[src/rtl/ists_pkg.sv]
// Shared types and constants for the indexed sequence store.
// No dependencies; imported by ists_cell and indexed_sequence_store_core.
package ists_pkg;

  localparam int CAPACITY = 16;
  localparam int IDX_W    = $clog2(CAPACITY);
  localparam int POS_W    = 5;
  localparam int CNT_W    = 5;
  localparam int VAL_W    = 32;

  typedef enum logic [2:0] {
    OP_INS_HEAD = 3'd0,
    OP_INS_TAIL = 3'd1,
    OP_INS_AT   = 3'd2,
    OP_DEL_HEAD = 3'd3,
    OP_DEL_TAIL = 3'd4,
    OP_DEL_AT   = 3'd5,
    OP_DISPLAY  = 3'd6
  } op_t;

  typedef enum logic [1:0] {
    ST_OK        = 2'd0,
    ST_BAD_INDEX = 2'd1,
    ST_EMPTY     = 2'd2,
    ST_FULL      = 2'd3
  } status_t;

  typedef struct packed {
    op_t                     operation;
    logic [POS_W-1:0]        position;
    logic signed [VAL_W-1:0] value;
  } in_req_t;

  typedef struct packed {
    status_t                 status;
    logic signed [VAL_W-1:0] entry_value;
    logic [CNT_W-1:0]        entry_count;
    logic                    last;
  } out_req_t;

  // Broadcast command to every cell of the chain.
  typedef enum logic [1:0] {
    CELL_HOLD,
    CELL_INS,
    CELL_DEL,
    CELL_ROT
  } cell_op_t;

  typedef struct packed {
    cell_op_t         op;
    logic [IDX_W-1:0] pos;
  } cell_cmd_t;

endpackage

[src/rtl/ists_cell.sv]
// One storage cell of the sequence chain: holds one entry and moves it
// to or from its neighbors per the broadcast command. Uses ists_pkg.
module ists_cell (
  input  logic                             clk,
  input  logic [ists_pkg::IDX_W-1:0]       idx,
  input  ists_pkg::cell_cmd_t              cmd,
  input  logic signed [ists_pkg::VAL_W-1:0] ins_value,
  input  logic signed [ists_pkg::VAL_W-1:0] head_value,
  input  logic signed [ists_pkg::VAL_W-1:0] left_in,
  input  logic signed [ists_pkg::VAL_W-1:0] right_in,
  output logic signed [ists_pkg::VAL_W-1:0] value_out
);
  import ists_pkg::*;

  logic signed [VAL_W-1:0] data_r;
  logic signed [VAL_W-1:0] data_nxt;

  always_comb begin
    data_nxt = data_r;
    unique case (cmd.op)
      CELL_INS: begin
        if (idx > cmd.pos) data_nxt = left_in;
        else if (idx == cmd.pos) data_nxt = ins_value;
      end
      CELL_DEL: begin
        if (idx >= cmd.pos) data_nxt = right_in;
      end
      CELL_ROT: begin
        // tail slot takes the head, everyone else moves one toward the head
        if (idx == cmd.pos) data_nxt = head_value;
        else data_nxt = right_in;
      end
      default: data_nxt = data_r;
    endcase
  end

  always_ff @(posedge clk) begin
    data_r <= data_nxt;
  end

  assign value_out = data_r;

endmodule

[src/rtl/indexed_sequence_store_core.sv]
// Top level of the indexed sequence store: control, status, output register
// and the chain of ists_cell entries. Uses ists_pkg.
//
// Holds an ordered list of up to CAPACITY (16) signed 32-bit entries in a
// row of cells, head in cell 0. Insert and delete requests are accepted one
// per cycle while idle and the output register is free: every cell compares
// its own index with the broadcast position and shifts toward or away from
// the head in the same edge, and an update yields one result request with
// status and new count. Display walks the list by rotating the chain one step
// per delivered result (an empty list gives one empty result); the input
// stays stalled until the last entry has been loaded into the output
// register. The output register lets a new request in while the previous
// result still waits, as long as out_stall is low.
module indexed_sequence_store_core (
  input  logic              clk,
  input  logic              rst_n,
  input  logic              in_valid,
  output logic              in_stall,
  input  ists_pkg::in_req_t in_data,
  output logic              out_valid,
  input  logic              out_stall,
  output ists_pkg::out_req_t out_data
);
  import ists_pkg::*;

  typedef enum logic {
    S_IDLE,
    S_DISPLAY
  } state_t;

  state_t           state_r, state_nxt;
  logic [CNT_W-1:0] occ_r, occ_nxt;
  logic [CNT_W-1:0] disp_idx_r, disp_idx_nxt;
  logic             out_valid_r, out_valid_nxt;
  out_req_t         out_data_r, out_data_nxt;

  cell_cmd_t               cmd;
  logic signed [VAL_W-1:0] cell_q [CAPACITY];

  logic             out_free;
  logic             in_accept;
  logic             is_full;
  logic             is_empty;
  logic [CNT_W-1:0] tgt;
  logic [CNT_W-1:0] occ_m1;

  assign out_free  = !out_valid_r || !out_stall;
  assign in_stall  = !((state_r == S_IDLE) && out_free);
  assign in_accept = in_valid && !in_stall;
  assign is_full   = (occ_r == CNT_W'(CAPACITY));
  assign is_empty  = (occ_r == '0);
  assign occ_m1    = occ_r - CNT_W'(1);

  always_comb begin
    state_nxt     = state_r;
    occ_nxt       = occ_r;
    disp_idx_nxt  = disp_idx_r;
    out_data_nxt  = out_data_r;
    out_valid_nxt = out_valid_r && out_stall;
    cmd.op        = CELL_HOLD;
    cmd.pos       = '0;
    tgt           = '0;

    unique case (state_r)
      S_IDLE: begin
        if (in_accept) begin
          out_valid_nxt            = 1'b1;
          out_data_nxt.entry_value = '0;
          out_data_nxt.last        = 1'b1;
          out_data_nxt.status      = ST_OK;
          unique case (in_data.operation)
            OP_INS_HEAD, OP_INS_TAIL, OP_INS_AT: begin
              if (in_data.operation == OP_INS_HEAD) tgt = '0;
              else if (in_data.operation == OP_INS_TAIL) tgt = occ_r;
              else tgt = in_data.position;
              // full check wins over the position check
              if (is_full) out_data_nxt.status = ST_FULL;
              else if (tgt > occ_r) out_data_nxt.status = ST_BAD_INDEX;
              else begin
                cmd.op  = CELL_INS;
                cmd.pos = tgt[IDX_W-1:0];
                occ_nxt = occ_r + CNT_W'(1);
              end
            end
            OP_DEL_HEAD, OP_DEL_TAIL, OP_DEL_AT: begin
              if (in_data.operation == OP_DEL_HEAD) tgt = '0;
              else if (in_data.operation == OP_DEL_TAIL) tgt = occ_m1;
              else tgt = in_data.position;
              if (is_empty) out_data_nxt.status = ST_EMPTY;
              else if (tgt >= occ_r) out_data_nxt.status = ST_BAD_INDEX;
              else begin
                cmd.op  = CELL_DEL;
                cmd.pos = tgt[IDX_W-1:0];
                occ_nxt = occ_m1;
              end
            end
            OP_DISPLAY: begin
              if (is_empty) begin
                out_data_nxt.status = ST_EMPTY;
              end else begin
                // results come from the walk; nothing loaded yet
                out_valid_nxt = out_valid_r && out_stall;
                disp_idx_nxt  = '0;
                state_nxt     = S_DISPLAY;
              end
            end
            default: out_data_nxt.status = ST_BAD_INDEX;
          endcase
          out_data_nxt.entry_count = occ_nxt;
        end
      end
      S_DISPLAY: begin
        if (out_free) begin
          out_valid_nxt            = 1'b1;
          out_data_nxt.status      = ST_OK;
          out_data_nxt.entry_value = cell_q[0];
          out_data_nxt.entry_count = occ_r;
          out_data_nxt.last        = (disp_idx_r == occ_m1);
          // rotate so the next entry sits at the head; after occ_r steps
          // the list is back in its original order
          cmd.op       = CELL_ROT;
          cmd.pos      = occ_m1[IDX_W-1:0];
          disp_idx_nxt = disp_idx_r + CNT_W'(1);
          if (disp_idx_r == occ_m1) state_nxt = S_IDLE;
        end
      end
      default: state_nxt = S_IDLE;
    endcase
  end

  always_ff @(posedge clk) begin
    if (!rst_n) begin
      state_r     <= S_IDLE;
      occ_r       <= '0;
      disp_idx_r  <= '0;
      out_valid_r <= 1'b0;
    end else begin
      state_r     <= state_nxt;
      occ_r       <= occ_nxt;
      disp_idx_r  <= disp_idx_nxt;
      out_valid_r <= out_valid_nxt;
      out_data_r  <= out_data_nxt;
    end
  end

  // cell chain
  genvar g;
  generate
    for (g = 0; g < CAPACITY; g++) begin : g_cell
      logic signed [VAL_W-1:0] left_in;
      logic signed [VAL_W-1:0] right_in;
      if (g == 0) begin : g_head
        assign left_in = '0;
      end else begin : g_mid_l
        assign left_in = cell_q[g-1];
      end
      if (g == CAPACITY - 1) begin : g_tail
        assign right_in = '0;
      end else begin : g_mid_r
        assign right_in = cell_q[g+1];
      end
      ists_cell u_cell (
        .clk        (clk),
        .idx        (IDX_W'(g)),
        .cmd        (cmd),
        .ins_value  (in_data.value),
        .head_value (cell_q[0]),
        .left_in    (left_in),
        .right_in   (right_in),
        .value_out  (cell_q[g])
      );
    end
  endgenerate

  assign out_valid = out_valid_r;
  assign out_data  = out_data_r;

  // count never passes capacity
  a_occ_bound: assert property (@(posedge clk) disable iff (!rst_n)
    occ_r <= CNT_W'(CAPACITY))
    else $error("occupancy above capacity");

  // an update request yields a final result on the next cycle
  a_update_result: assert property (@(posedge clk) disable iff (!rst_n)
    (in_accept && in_data.operation != OP_DISPLAY) |=> (out_valid_r && out_data_r.last))
    else $error("update request without result");

  // a pending result always reports the current count
  a_count_match: assert property (@(posedge clk) disable iff (!rst_n)
    out_valid_r |-> (out_data_r.entry_count == occ_r))
    else $error("result count differs from occupancy");

  // the walk never changes the list length
  a_display_stable: assert property (@(posedge clk) disable iff (!rst_n)
    (state_r == S_DISPLAY) |=> $stable(occ_r))
    else $error("occupancy changed during display");

endmodule

[config.mk]
export PLATFORM = sky130hd
export DESIGN_NAME = indexed_sequence_store_core
export DESIGN_NICKNAME = d
export VERILOG_FILES = /design/src/rtl/ists_pkg.sv /design/src/rtl/ists_cell.sv /design/src/rtl/indexed_sequence_store_core.sv
export SDC_FILE = /design/constraint.sdc
export NUM_CORES = 1
export LEC_CHECK = 0
export BUFFER_PORTS_ARGS = -buffer_cell sky130_fd_sc_hd__buf_2
export CAP_MARGIN = 30
export CORE_MARGIN = 10
export CORE_UTILIZATION = 23
export CTS_BUF_LIST = sky130_fd_sc_hd__clkbuf_16
export DETAILED_ROUTE_END_ITERATION = 12
export SYNTH_ARGS = -nofsm -noshare
export SYNTH_HDL_FRONTEND = slang
export SYNTH_SLANG_ARGS = --single-unit
[constraint.sdc]
create_clock -name clk -period 9.8 [get_ports clk]
set_input_delay 0.98 -clock clk [delete_from_list [all_inputs] [get_ports clk]]
set_output_delay 0.98 -clock clk [all_outputs]
set_load 0.03 [all_outputs]
======== Word level (Yosys, flattened, before mapping) ========
Index checks and enable logic that the tools add are counted.
operators by class
  bitwise logic cells ..................... 1
  reduce and logical (&&, ||, !) cells .... 32
  add/sub/neg operators ................... 3
  order comparisons ....................... 34
  multiplexer cells ....................... 128
  equality and inequality tests ........... 63
operators with widths
  kind                                                                             number
  32-bit two-way mux                                                               64
  32-bit one-hot mux with 3 select lines                                           16
  5-bit two-way mux                                                                20
  40-bit two-way mux                                                               2
  40-bit one-hot mux with 2 select lines                                           1
  3-bit by 1-bit != test with 1-bit output (second input constant)                 16
  3-bit AND reduction                                                              16
  2-bit by 1-bit != test with 1-bit output (second input constant)                 18
  4-bit equality test (first input constant)                                       8
  4-bit >= comparator (first input constant)                                       8
  4-bit greater-than comparator (first input constant)                             8
  6-bit two-way mux                                                                4
  6-bit one-hot mux with 2 select lines                                            2
  5-bit one-hot mux with 2 select lines                                            2
  3-bit by 4-bit equality test with 1-bit output (first input constant)            4
  3-bit by 4-bit >= comparator with 1-bit output (first input constant)            4
  3-bit by 4-bit greater-than comparator with 1-bit output (first input constant)  4
  1-bit two-way mux                                                                11
  5-bit by 1-bit adder with 5-bit output (second input constant)                   2
  3-bit equality test (second input constant)                                      3
  2-bit by 4-bit equality test with 1-bit output (first input constant)            2
  1-bit by 4-bit >= comparator with 1-bit output (first input constant)            2
  2-bit by 4-bit >= comparator with 1-bit output (first input constant)            2
  1-bit by 4-bit greater-than comparator with 1-bit output (first input constant)  2
  26 further kinds                                                                 40
word-level totals
  output and inout port bits .............. 42
  bits of input ports ..................... 44
  register bits ........................... 564
  word-level logic and storage cells ...... 285

======== Depth between registers and ports, before layout ========
Gate-level depths: netlist of run 1.
  word-level depth ........................ 16
  gate-level depth with buffers ........... 19
  gate-level depth less buffers ........... 14

======== Modules after synthesis ========
A second synthesis of run 1 with hierarchy kept.
unflattened totals
  cell total of the unflattened synthesis .. 2409
  area, all modules ....................... 32378.6 µm²
by module, submodules not included
  module                             cells each  area each (µm²)  times used  sequential area each (µm²)
  ists_cell (g_cell[13].u_cell ...)  132         1824.2           12          960.9
  ists_cell (g_cell[0].u_cell ...)   130         1853.0           4           960.9
  indexed_sequence_store_core        305         3075.4           1           1441.4

======== Worst setup path before layout of run 1 ========
OpenSTA, ideal clock, no wires.
  path kind ............................... input -> register
  start ................................... input port in_data[39] (netlist name)
  end ..................................... register g_cell[4].u_cell.data_r[0] (enable)
  library setup time ...................... 466 ps
  cell stages on the path ................. 16
  path slack .............................. 3669 ps
  required time ........................... 9334 ps
  data arrival time ....................... 5666 ps
  buffers on the path ..................... 4
  path through ............................ or2_0 buf_2 o21ai_0 inv_1 ha_1 nand3_1 mux2i_1 a21o_1 buf_2 a41oi_2 nand2_1 buf_4 buf_2 nor2_1 nor2_1 o21ai_0
between the ends
  longest elaborated chain between the ends .. 15
  elaborated cells on any way between the ends .. 37
  those cells by class .................... 4 x order compare; 11 x eq/ne; 17 x mux; 5 x reduce/logical
RTL lines
  element                                                                                       line                                                                                                     RTL
  from (decl)                                                                                   indexed_sequence_store_core.sv:19                                                                        input ists_pkg::in_req_t in_data,
  3-bit equality test / 3-bit by 1-bit equality test with 1-bit output (equally long branches)  indexed_sequence_store_core.sv:71, indexed_sequence_store_core.sv:87, indexed_sequence_store_core.sv:74
  5-bit two-way mux (on tied branches)                                                          indexed_sequence_store_core.sv:87, indexed_sequence_store_core.sv:74
  5-bit two-way mux (on tied branches)                                                          indexed_sequence_store_core.sv:86, indexed_sequence_store_core.sv:73
  5-bit two-way mux                                                                             indexed_sequence_store_core.sv:71                                                                        unique case (in_data.operation)
  5-bit two-way mux                                                                             indexed_sequence_store_core.sv:66                                                                        if (in_accept) begin
  5-bit two-way mux                                                                             indexed_sequence_store_core.sv:64                                                                        unique case (state_r)
  5-bit >= comparator / 5-bit greater-than comparator (equally long branches)                   indexed_sequence_store_core.sv:90, indexed_sequence_store_core.sv:78
  6-bit two-way mux / 5-bit two-way mux (equally long branches)                                 indexed_sequence_store_core.sv:90, indexed_sequence_store_core.sv:78
  6-bit two-way mux / 5-bit two-way mux (equally long branches)                                 indexed_sequence_store_core.sv:89, indexed_sequence_store_core.sv:77
  6-bit one-hot mux with 2 select lines (*)                                                     indexed_sequence_store_core.sv:71
  6-bit two-way mux (*)                                                                         indexed_sequence_store_core.sv:66
  6-bit one-hot mux with 2 select lines (*)                                                     indexed_sequence_store_core.sv:64
  3-bit by 4-bit greater-than comparator with 1-bit output (tied with other cells)              ists_cell.sv:22                                                                                          if (idx > cmd.pos) data_nxt = left_in;
  3-bit by 1-bit != test with 1-bit output (no source line) (tied with other cells)             -
  3-bit AND reduction (no source line) (*)                                                      -
  to (signal assigned)                                                                          ists_cell.sv:38                                                                                          data_r <= data_nxt;
  to (decl)                                                                                     ists_cell.sv:15                                                                                          logic signed [VAL_W-1:0] data_r;
Every way passes the cells marked *; elsewhere a longest branch is shown, timed or not. The select of a mux whose other input is x is not followed.
A chain may end at the register's enable or synchronous reset.

======== Worst setup path after layout of run 1 ========
  start ................................... register occ_r[0]
  end ..................................... register g_cell[14].u_cell.data_r[25] (enable)
between the ends
  longest elaborated chain between the ends .. 15
  elaborated cells on any way between the ends .. 33
  those cells by class .................... 1 x add/sub; 4 x order compare; 7 x eq/ne; 18 x mux; 3 x reduce/logical
RTL lines
  element                                                                            line                                RTL
  from (decl)                                                                        indexed_sequence_store_core.sv:32   logic [CNT_W-1:0] occ_r, occ_nxt;
  from (signal assigned)                                                             indexed_sequence_store_core.sv:139  occ_r <= occ_nxt;
  5-bit by 1-bit subtractor with 5-bit output                                        indexed_sequence_store_core.sv:52   assign occ_m1 = occ_r - CNT_W'(1);
  5-bit two-way mux                                                                  indexed_sequence_store_core.sv:87   else if (in_data.operation == OP_DEL_TAIL) tgt = occ_m1;
  5-bit two-way mux                                                                  indexed_sequence_store_core.sv:86   if (in_data.operation == OP_DEL_HEAD) tgt = '0;
  5-bit two-way mux                                                                  indexed_sequence_store_core.sv:71
  5-bit two-way mux                                                                  indexed_sequence_store_core.sv:66
  5-bit two-way mux                                                                  indexed_sequence_store_core.sv:64
  5-bit >= comparator                                                                indexed_sequence_store_core.sv:90   else if (tgt >= occ_r) out_data_nxt.status = ST_BAD_INDEX;
  6-bit two-way mux                                                                  indexed_sequence_store_core.sv:90
  6-bit two-way mux                                                                  indexed_sequence_store_core.sv:89   if (is_empty) out_data_nxt.status = ST_EMPTY;
  6-bit one-hot mux with 2 select lines                                              indexed_sequence_store_core.sv:71
  6-bit two-way mux                                                                  indexed_sequence_store_core.sv:66
  6-bit one-hot mux with 2 select lines (*)                                          indexed_sequence_store_core.sv:64
  4-bit greater-than comparator (tied with other cells)                              ists_cell.sv:22
  3-bit by 1-bit != test with 1-bit output (no source line) (tied with other cells)  -
  3-bit AND reduction (no source line) (*)                                           -
  to (signal assigned)                                                               ists_cell.sv:38
  to (decl)                                                                          ists_cell.sv:15
Marks and branches as above.

==> metrics.md, run 1 <==
| Metric | Value |
|---|---|
| I/O pin total | 86 |
| Deepest level of the CTS H-tree | 3 |
| Count of state elements after synthesis | 564 |
| Total power | 7.95 mW |
| Final WL | 134,000 µm |
| Final weighted congestion in routability-driven placement | ~0.88 |
| Hold WC Path Type | flop to flop |
| Chip width | between 300 and 400 µm |
| Proportion of synthesized flip-flops having asynchronous set or reset | 0% |
| Port Buffers | 85 |
| CP Data Arrival Time | 6.57 ns |
| R2R Path Start | occ_r[0] |
| Initial antenna violation count | 12 |
| Vias | around 27k |
| Global-route wire length before repair | 192,000 µm |
| TritonCTS sink count | 564 |
| Flip-flop cell with the highest count after synthesis | sky130_fd_sc_hd__edfxtp_1 |
| Count of unresolved DRC violations after routing | 0 |
| Total setup violations reported at the end of the flow | 0 |
| CTS Buf Count | 67 |
| Initial standard-cell utilization of the core | 23.2% |
| Ratio of cells with drive above 1 in the final layout | between 15 and 20% |
| Max Transition Viols Final | 0 |
| Worst clock skew on the final layout | 0.0385 ns |
| Vias per cell | 5.82 |
| Core box area | 138,000 µm² |
| Final critical delay including setup and external delays | between 6 and 7 ns |
| Cell Rows | 136 |
| Required time of the critical path | 10.06 ns |
| FMAX | 159 MHz |
| Startpoint kind of the worst setup timing path | flop |
| Setup repair after global routing missed its margin | no |
| Half-perimeter wire length after placement | 80,200 µm |
| Number of synthesized flops with an enable pin | 552 |
| Netlist area before placement | 32,000 µm² |
| Part of the cycle the worst path needs | about 64% |
| Outcome | finished, final reports clean |
| Insertion delay of the later-clocked pin in the worst-skew pair | 0.64 ns |
| Number of filler instances in the final layout | 14.3k |
| Start point of the critical path | occ_r[0] |
| Max-cap violations | 0 |
| Leak Pwr | 13.1 nW |
| Seq/Total Area, Yosys | 52.5% |
| Number of detailed-route iterations in the first pass | 6 |
| Average instance area after synthesis | roughly 11 µm² |
| Net count after synthesis | 2,969 |
| Actual slew at the worst max-slew pin | a little over 1 ns |
| All-Layer GR Usage | 16.5% |
| Power density normalized to cell area | 217 nW/µm² |
| Area used by sequential logic in the layout | between 15,000 and 20,000 µm² |
| Number of gates resized after cts | 0 |
| Area used by multi-input combinational logic | 14,100 µm² |
| TritonCTS clock tree | yes |
| Overflow left after global routing | 0 |
| Hold Fails Final Rpt | 0 |
| Largest fanout of any net on the critical path | 26 |
| Worst slew margin relative to its limit | around a third |
| Root buffer cell | sky130_fd_sc_hd__clkbuf_16 |
| Hold Startpoint | g_cell[15].u_cell.value_out[30] |
| Worst voltage drop across the vdd grid | 0.141 mV |
| Post-cts hold buffer count | 0 |
| Total Neg Setup Slack | 0 ns |
| Synth-to-layout area growth | 14.4% |
| YS warnings | 0 |
| Detail-routed net length per standard cell | 28.3 µm |
| Clock Tree Buf Depth | 3 |
| Routed Antenna Nets | 0 |
| Path type of the worst setup path | flop to flop |
| Post-CTS Repair Setup Buffers | 0 |
| Critical Path End Type | flop |
| # nets final | between 2k and 3k |
| Synthesized instance count | just under 3k |
| Number of DRC markers in iteration 0 | 4,277 |
| Clock edge transition at the registers on the reported setup and hold paths | ~0.060 ns |
| Die footprint | 155,000 µm² |
| Count of different cell masters after synthesis | 74 |
| Die boundary height | slightly below 400 µm |
| Pin count of the biggest net entering global routing | between 100 and 150 |
| Vias in the first global route | 27.1k |
[worst paths after layout]
path,end,slack [ns],depth (start not counted)
worst max register to register,g_cell[14].u_cell.value_out[25],3.49,16
worst min register to register,g_cell[14].u_cell.value_out[30],0.53,1
worst min-delay path,g_cell[14].u_cell.value_out[30],0.53,1
worst max-delay path,g_cell[14].u_cell.value_out[25],3.49,16
[where the power goes]
group          switching [mW]  internal (mW)
Clock                    1.08           1.36
Combinational            1.42          0.765
Sequential              0.192           3.13
[final cells by class]
cell class | instances | share of cell area [%]
antenna | 4 | 0.0273
clock buffer | 69 | 4.71
clock inverter | 51 | 0.925
inverter | 44 | 0.451
multi-input combinational | 1959 | 38.3
sequential | 564 | 45.9
tap | 1863 | 6.36
timing repair buffer | 166 | 3.30
[registers in the layout, indices dropped and copies added (netlist names)]
signal,cells
out_valid,1
out_data,40
occ_r,5
state_r,1
g_cell.u_cell.value_out,512
disp_idx_r,5
[metal layers]
layer	track usage, %	vias up	routed length, µm	share of wire (%)
li1	-	11400	-	-
met1	20.9	13700	50800	38
met2	26.3	2032	60600	45
met3	3.80	407	15300	11
met4	8.40	4	6860	5.1
met5	0	-	29	0.022
[worst max-delay path, stage by stage (launching register included)]
cell and delay (ns):
sky130_fd_sc_hd__dfxtp_1 0.71, sky130_fd_sc_hd__inv_1 0.24, sky130_fd_sc_hd__ha_1 0.34, sky130_fd_sc_hd__xor2_1 0.22
sky130_fd_sc_hd__o32ai_1 0.27, sky130_fd_sc_hd__nor2_1 0.12, sky130_fd_sc_hd__ha_1 0.30, sky130_fd_sc_hd__a21o_1 0.11
sky130_fd_sc_hd__a31oi_1 0.06, sky130_fd_sc_hd__o21ai_1 0.40, sky130_fd_sc_hd__or3_4 0.25, sky130_fd_sc_hd__and2_2 0.61
sky130_fd_sc_hd__buf_4 0.58, sky130_fd_sc_hd__nor3_4 0.21, sky130_fd_sc_hd__buf_4 0.29, sky130_fd_sc_hd__a21oi_4 0.66
sky130_fd_sc_hd__buf_4 0.53
[logic make-up after synthesis]
kind of cell	synth area share [%]
flops	52.5
compound gates	22.0
xor+xnor	0.301
simple gates	13.0
mux	6.44
fa+ha+maj	0.547
buf+inv	5.19
[through the flow]
step                      hold WS, ns  util (%)  cell area, µm²  instances  setup WS [ns]
after floorplan                 0.498         -           32000       2911           3.67
after global placement          0.507      24.9           34400       4587           3.20
after detailed placement        0.512      25.1           34600       4596           3.16
after CTS                       0.528      26.6           36600       4716           3.54
after global routing            0.542      26.6           36700       4718           3.17
final                           0.530      26.6           36700       4720           3.49
[synthesized netlist by cell type, types with 4 or more instances]
cell type | number | area, µm²
sky130_fd_sc_hd__inv_1 | 44 | 165
sky130_fd_sc_hd__xnor2_1 | 4 | 35.0
sky130_fd_sc_hd__nor3_1 | 4 | 20.0
sky130_fd_sc_hd__nand4_1 | 42 | 263
sky130_fd_sc_hd__o211ai_1 | 33 | 248
sky130_fd_sc_hd__buf_6 | 9 | 101
sky130_fd_sc_hd__a221o_1 | 321 | 3210
sky130_fd_sc_hd__a211o_1 | 33 | 289
sky130_fd_sc_hd__nand2b_1 | 4 | 25.0
sky130_fd_sc_hd__buf_2 | 60 | 300
sky130_fd_sc_hd__edfxtp_1 | 552 | 16600
sky130_fd_sc_hd__a22o_1 | 33 | 289
sky130_fd_sc_hd__buf_1 | 16 | 60.1
sky130_fd_sc_hd__buf_4 | 12 | 90.1
sky130_fd_sc_hd__o221ai_1 | 66 | 578
sky130_fd_sc_hd__clkbuf_2 | 14 | 70.1
sky130_fd_sc_hd__mux2i_1 | 97 | 971
sky130_fd_sc_hd__a221oi_1 | 32 | 280
sky130_fd_sc_hd__mux2_1 | 15 | 169
sky130_fd_sc_hd__a21boi_0 | 7 | 52.6
sky130_fd_sc_hd__and2_1 | 40 | 250
sky130_fd_sc_hd__nand3_1 | 42 | 210
sky130_fd_sc_hd__o21ai_1 | 12 | 60.1
sky130_fd_sc_hd__nor2_1 | 98 | 368
sky130_fd_sc_hd__mux2_2 | 82 | 923
sky130_fd_sc_hd__dfxtp_1 | 12 | 240
sky130_fd_sc_hd__xor2_1 | 7 | 61.3
sky130_fd_sc_hd__o21ai_0 | 84 | 420
sky130_fd_sc_hd__nand2_1 | 434 | 1630
sky130_fd_sc_hd__a21o_1 | 10 | 75.1
sky130_fd_sc_hd__a21oi_1 | 153 | 766
sky130_fd_sc_hd__nor4b_1 | 32 | 280
sky130_fd_sc_hd__and3_1 | 100 | 626
sky130_fd_sc_hd__ha_1 | 14 | 175
sky130_fd_sc_hd__clkbuf_1 | 233 | 875
sky130_fd_sc_hd__o22ai_1 | 64 | 400
sky130_fd_sc_hd__nor4_1 | 33 | 206
[layout by cell type (no fill, tap or decap), drive strengths merged, types with 9 or more instances in the layout]
cell | Yosys | routed
mux2i | 97 | 97
ha | 14 | 14
and3 | 100 | 100
o211ai | 33 | 33
nor4b | 33 | 33
clkinv | 0 | 27
mux2 | 97 | 97
a22o | 33 | 33
inv | 44 | 63
o21ai | 99 | 99
a211o | 33 | 33
nor3 | 9 | 9
nor4 | 38 | 38
dfxtp | 12 | 12
o22ai | 64 | 64
buf | 97 | 166
clkbuf | 247 | 69
a221o | 321 | 321
o221ai | 66 | 66
nand4 | 42 | 42
edfxtp | 552 | 552
and2 | 41 | 41
a21oi | 155 | 155
nand3 | 44 | 44
a21o | 10 | 10
nand2 | 437 | 437
nor2 | 100 | 100
a221oi | 32 | 32
Power figures use the tool's default switching activity.
==> run 2: changes to the inputs <==
==> constraint.sdc (replaced) <==
create_clock -name clk -period 6.6 [get_ports clk]
set_input_delay 0.66 -clock clk [delete_from_list [all_inputs] [get_ports clk]]
set_output_delay 0.66 -clock clk [all_outputs]
set_load 0.03 [all_outputs]
==> run 2 against run 1 <==
  * Design area rose by 0.73%
  * Sequential share of layout area shrank 0.33 points
  * Routed wire length is 4.1% higher
  * Critical endpoint is now g_cell[3].u_cell.value_out[31]
  * Power rose by 50%
  * Combinational power increased by 52%
  * Utilization is 0.19 points higher
  * Sequential cell count is the same
  * Hold slack got worse by 0.19 ns
  * Critical path depth fell by 1
  * Global-route usage is 0.53 points higher
  * Final cell count is 0.66% higher
==> metrics.md, run 2 (synthesis results as in run 1) <==
| Metric | Value |
|---|---|
| Outcome | finished, final reports clean |
| Max Transition Viols Final | 0 (unchanged) |
| Number of filler instances in the final layout | 14.3k (+0.31%) |
| Final critical delay including setup and external delays | 5.58 ns (-0.722 ns) |
| Initial antenna violation count | 19 (+7) |
| Number of detailed-route iterations in the first pass | 8 (+2) |
| All-Layer GR Usage | 17.1% (+0.53 points) |
| Pin count of the biggest net entering global routing | 98 (-23%) |
| Final weighted congestion in routability-driven placement | 0.878 (-0.36%) |
| Hold Fails Final Rpt | 0 (unchanged) |
| Part of the cycle the worst path needs | 84.6% (+20 points) |
| # nets final | 2,891 (+1.1%) |
| Post-CTS Repair Setup Buffers | 0 (unchanged) |
| Hold WC Path Type | input pin to flop |
| Max-cap violations | 0 (unchanged) |
| Number of DRC markers in iteration 0 | 4,102 (-4.1%) |
| Root buffer cell | sky130_fd_sc_hd__clkbuf_16 |
| Vias in the first global route | 27.5k (+1.5%) |
| Number of flip-flops in the largest register | 512 (unchanged) |
| Synth-to-layout area growth | 15.3% |
| CP Data Arrival Time | 6.08 ns (-0.49 ns) |
| Number of gates resized after cts | 0 (unchanged) |
| Die footprint | 155,000 µm² (unchanged) |
| I/O pin total | 86 (unchanged) |
| Cell Rows | 136 (unchanged) |
| Global-route wire length before repair | 197,000 µm (+2.4%) |
| TritonCTS sink count | 564 (unchanged) |
| Setup repair after global routing missed its margin | no |
| Initial standard-cell utilization of the core | 23.2% (unchanged) |
| Largest fanout of any net on the critical path | 26 (unchanged) |
| Required time of the critical path | 7.10 ns (-2.96 ns) |
| Vias | 28.3k (+3.3%) |
| Critical Path End Type | flop |
| Area used by multi-input combinational logic | 14,100 µm² (unchanged) |
| Leak Pwr | 13.2 nW (+1.2%) |
| Insertion delay of the later-clocked pin in the worst-skew pair | 0.64 ns (about the same) |
| Detail-routed net length per standard cell | 29.3 µm (+3.4%) |
| Final WL | 139,000 µm (+4.1%) |
| Worst voltage drop across the vdd grid | 0.195 mV (+38%) |
| Core box area | 138,000 µm² (unchanged) |
| Worst clock skew on the final layout | 0.0342 ns (-0.00427 ns) |
| Deepest level of the CTS H-tree | 3 (unchanged) |
| Total Neg Setup Slack | 0 ns (unchanged) |
| Startpoint kind of the worst setup timing path | flop |
| Routed Antenna Nets | 0 (unchanged) |
| Area used by sequential logic in the layout | 16,800 µm² (unchanged) |
| Total setup violations reported at the end of the flow | 0 (unchanged) |
| Highest-count cells in the layout ignoring fill and taps | sky130_fd_sc_hd__edfxtp_1 (552), sky130_fd_sc_hd__nand2_1 (429), sky130_fd_sc_hd__a221o_1 (321), sky130_fd_sc_hd__a21oi_1 (143), sky130_fd_sc_hd__and3_1 (100) |
| Actual slew at the worst max-slew pin | 1.04 ns (+0.0150 ns) |
| Post-cts hold buffer count | 0 (unchanged) |
| Path type of the worst setup path | flop to flop |
| Clock edge transition at the registers on the reported setup and hold paths | 0.06 ns (about the same) |
| CTS Buf Count | 67 (unchanged) |
| Overflow left after global routing | 0 (unchanged) |
| Total power | 11.9 mW (+50%) |
| TritonCTS clock tree | yes |
| Worst slew margin relative to its limit | 30.9% (-0.78 points) |
| Chip width | 393 µm (unchanged) |
| Clock Tree Buf Depth | 3 (unchanged) |
| Power density normalized to cell area | 322 nW/µm² (+49%) |
| Half-perimeter wire length after placement | 81,400 µm (+1.4%) |
| Vias per cell | 5.97 (+2.6%) |
| Count of unresolved DRC violations after routing | 0 (unchanged) |
| Most common library cell in the layout ignoring fill and taps | sky130_fd_sc_hd__edfxtp_1 |
| FMAX | 179 MHz (+13%) |
| Die boundary height | 393 µm (unchanged) |
| Port Buffers | 85 (unchanged) |
| Ratio of cells with drive above 1 in the final layout | 16.2% (+1.1 points) |
[run 2: final cells by class]
class	count	area share, %
clock inverters	54	1.08
flip-flops and latches	564	45.6
well taps	1863	6.31
clock buffers	67	4.54
multi-input cells	1959	38.1
diodes	3	0.0203
inverters	44	0.447
repair buffers	197	3.98
[run 2: through the flow]
stage	hold slack, ns	area, µm²	util, %	setup slack, ns	std cells
4_1_cts	0.314	36900	26.7	1.16	4748
6_report	0.344	36900	26.8	1.02	4751
3_3_place_gp	0.508	34800	25.2	0.956	4624
2_1_floorplan	0.498	32000	-	0.746	2911
3_5_place_dp	0.515	34800	25.2	1.05	4627
5_1_grt	0.329	36900	26.8	0.846	4749
[run 2: final timing paths]
path / cells after the start / slack [ns] / endpoint / startpoint
setup reg to reg: 15 / 1.02 / g_cell[3].u_cell.value_out[31] / occ_r[0]
setup / recovery: 15 / 1.02 / g_cell[3].u_cell.value_out[31] / occ_r[0]
hold / removal: 3 / 0.34 / out_valid / in_valid
hold reg to reg: 1 / 0.52 / g_cell[14].u_cell.value_out[23] / g_cell[15].u_cell.value_out[23]
[run 2: where the power goes]
| group | total (mW) | internal [mW] | switching [mW] |
|---|---|---|---|
| Clock | 3.64 | 1.99 | 1.65 |
| Combinational | 3.33 | 1.15 | 2.18 |
| Sequential | 4.94 | 4.65 | 0.292 |
[run 2: layer usage]
layer  wire, µm  global-route usage, %  part of all wire [%]  vias up
met5         79                      0                 0.057        -
met4       7590                   8.67                   5.5       12
met3      18100                   4.50                    13      521
met2      61900                   26.7                    45     2525
met1      51400                   21.6                    37    13900
li1           -                      -                     -    11400
[run 2: critical path, stage by stage, from the launching register on]
cell	delay [ns]
sky130_fd_sc_hd__dfxtp_1	0.71
sky130_fd_sc_hd__inv_1	0.24
sky130_fd_sc_hd__ha_1	0.35
sky130_fd_sc_hd__xor2_1	0.32
sky130_fd_sc_hd__o32ai_1	0.13
sky130_fd_sc_hd__nor2_1	0.23
sky130_fd_sc_hd__ha_1	0.29
sky130_fd_sc_hd__a21o_1	0.15
sky130_fd_sc_hd__a31oi_1	0.23
sky130_fd_sc_hd__o21a_2	0.33
sky130_fd_sc_hd__nand3_2	0.19
sky130_fd_sc_hd__and2_2	0.54
sky130_fd_sc_hd__and3_1	0.39
sky130_fd_sc_hd__o21ai_4	0.73
sky130_fd_sc_hd__buf_4	0.40
sky130_fd_sc_hd__a221o_1	0.21
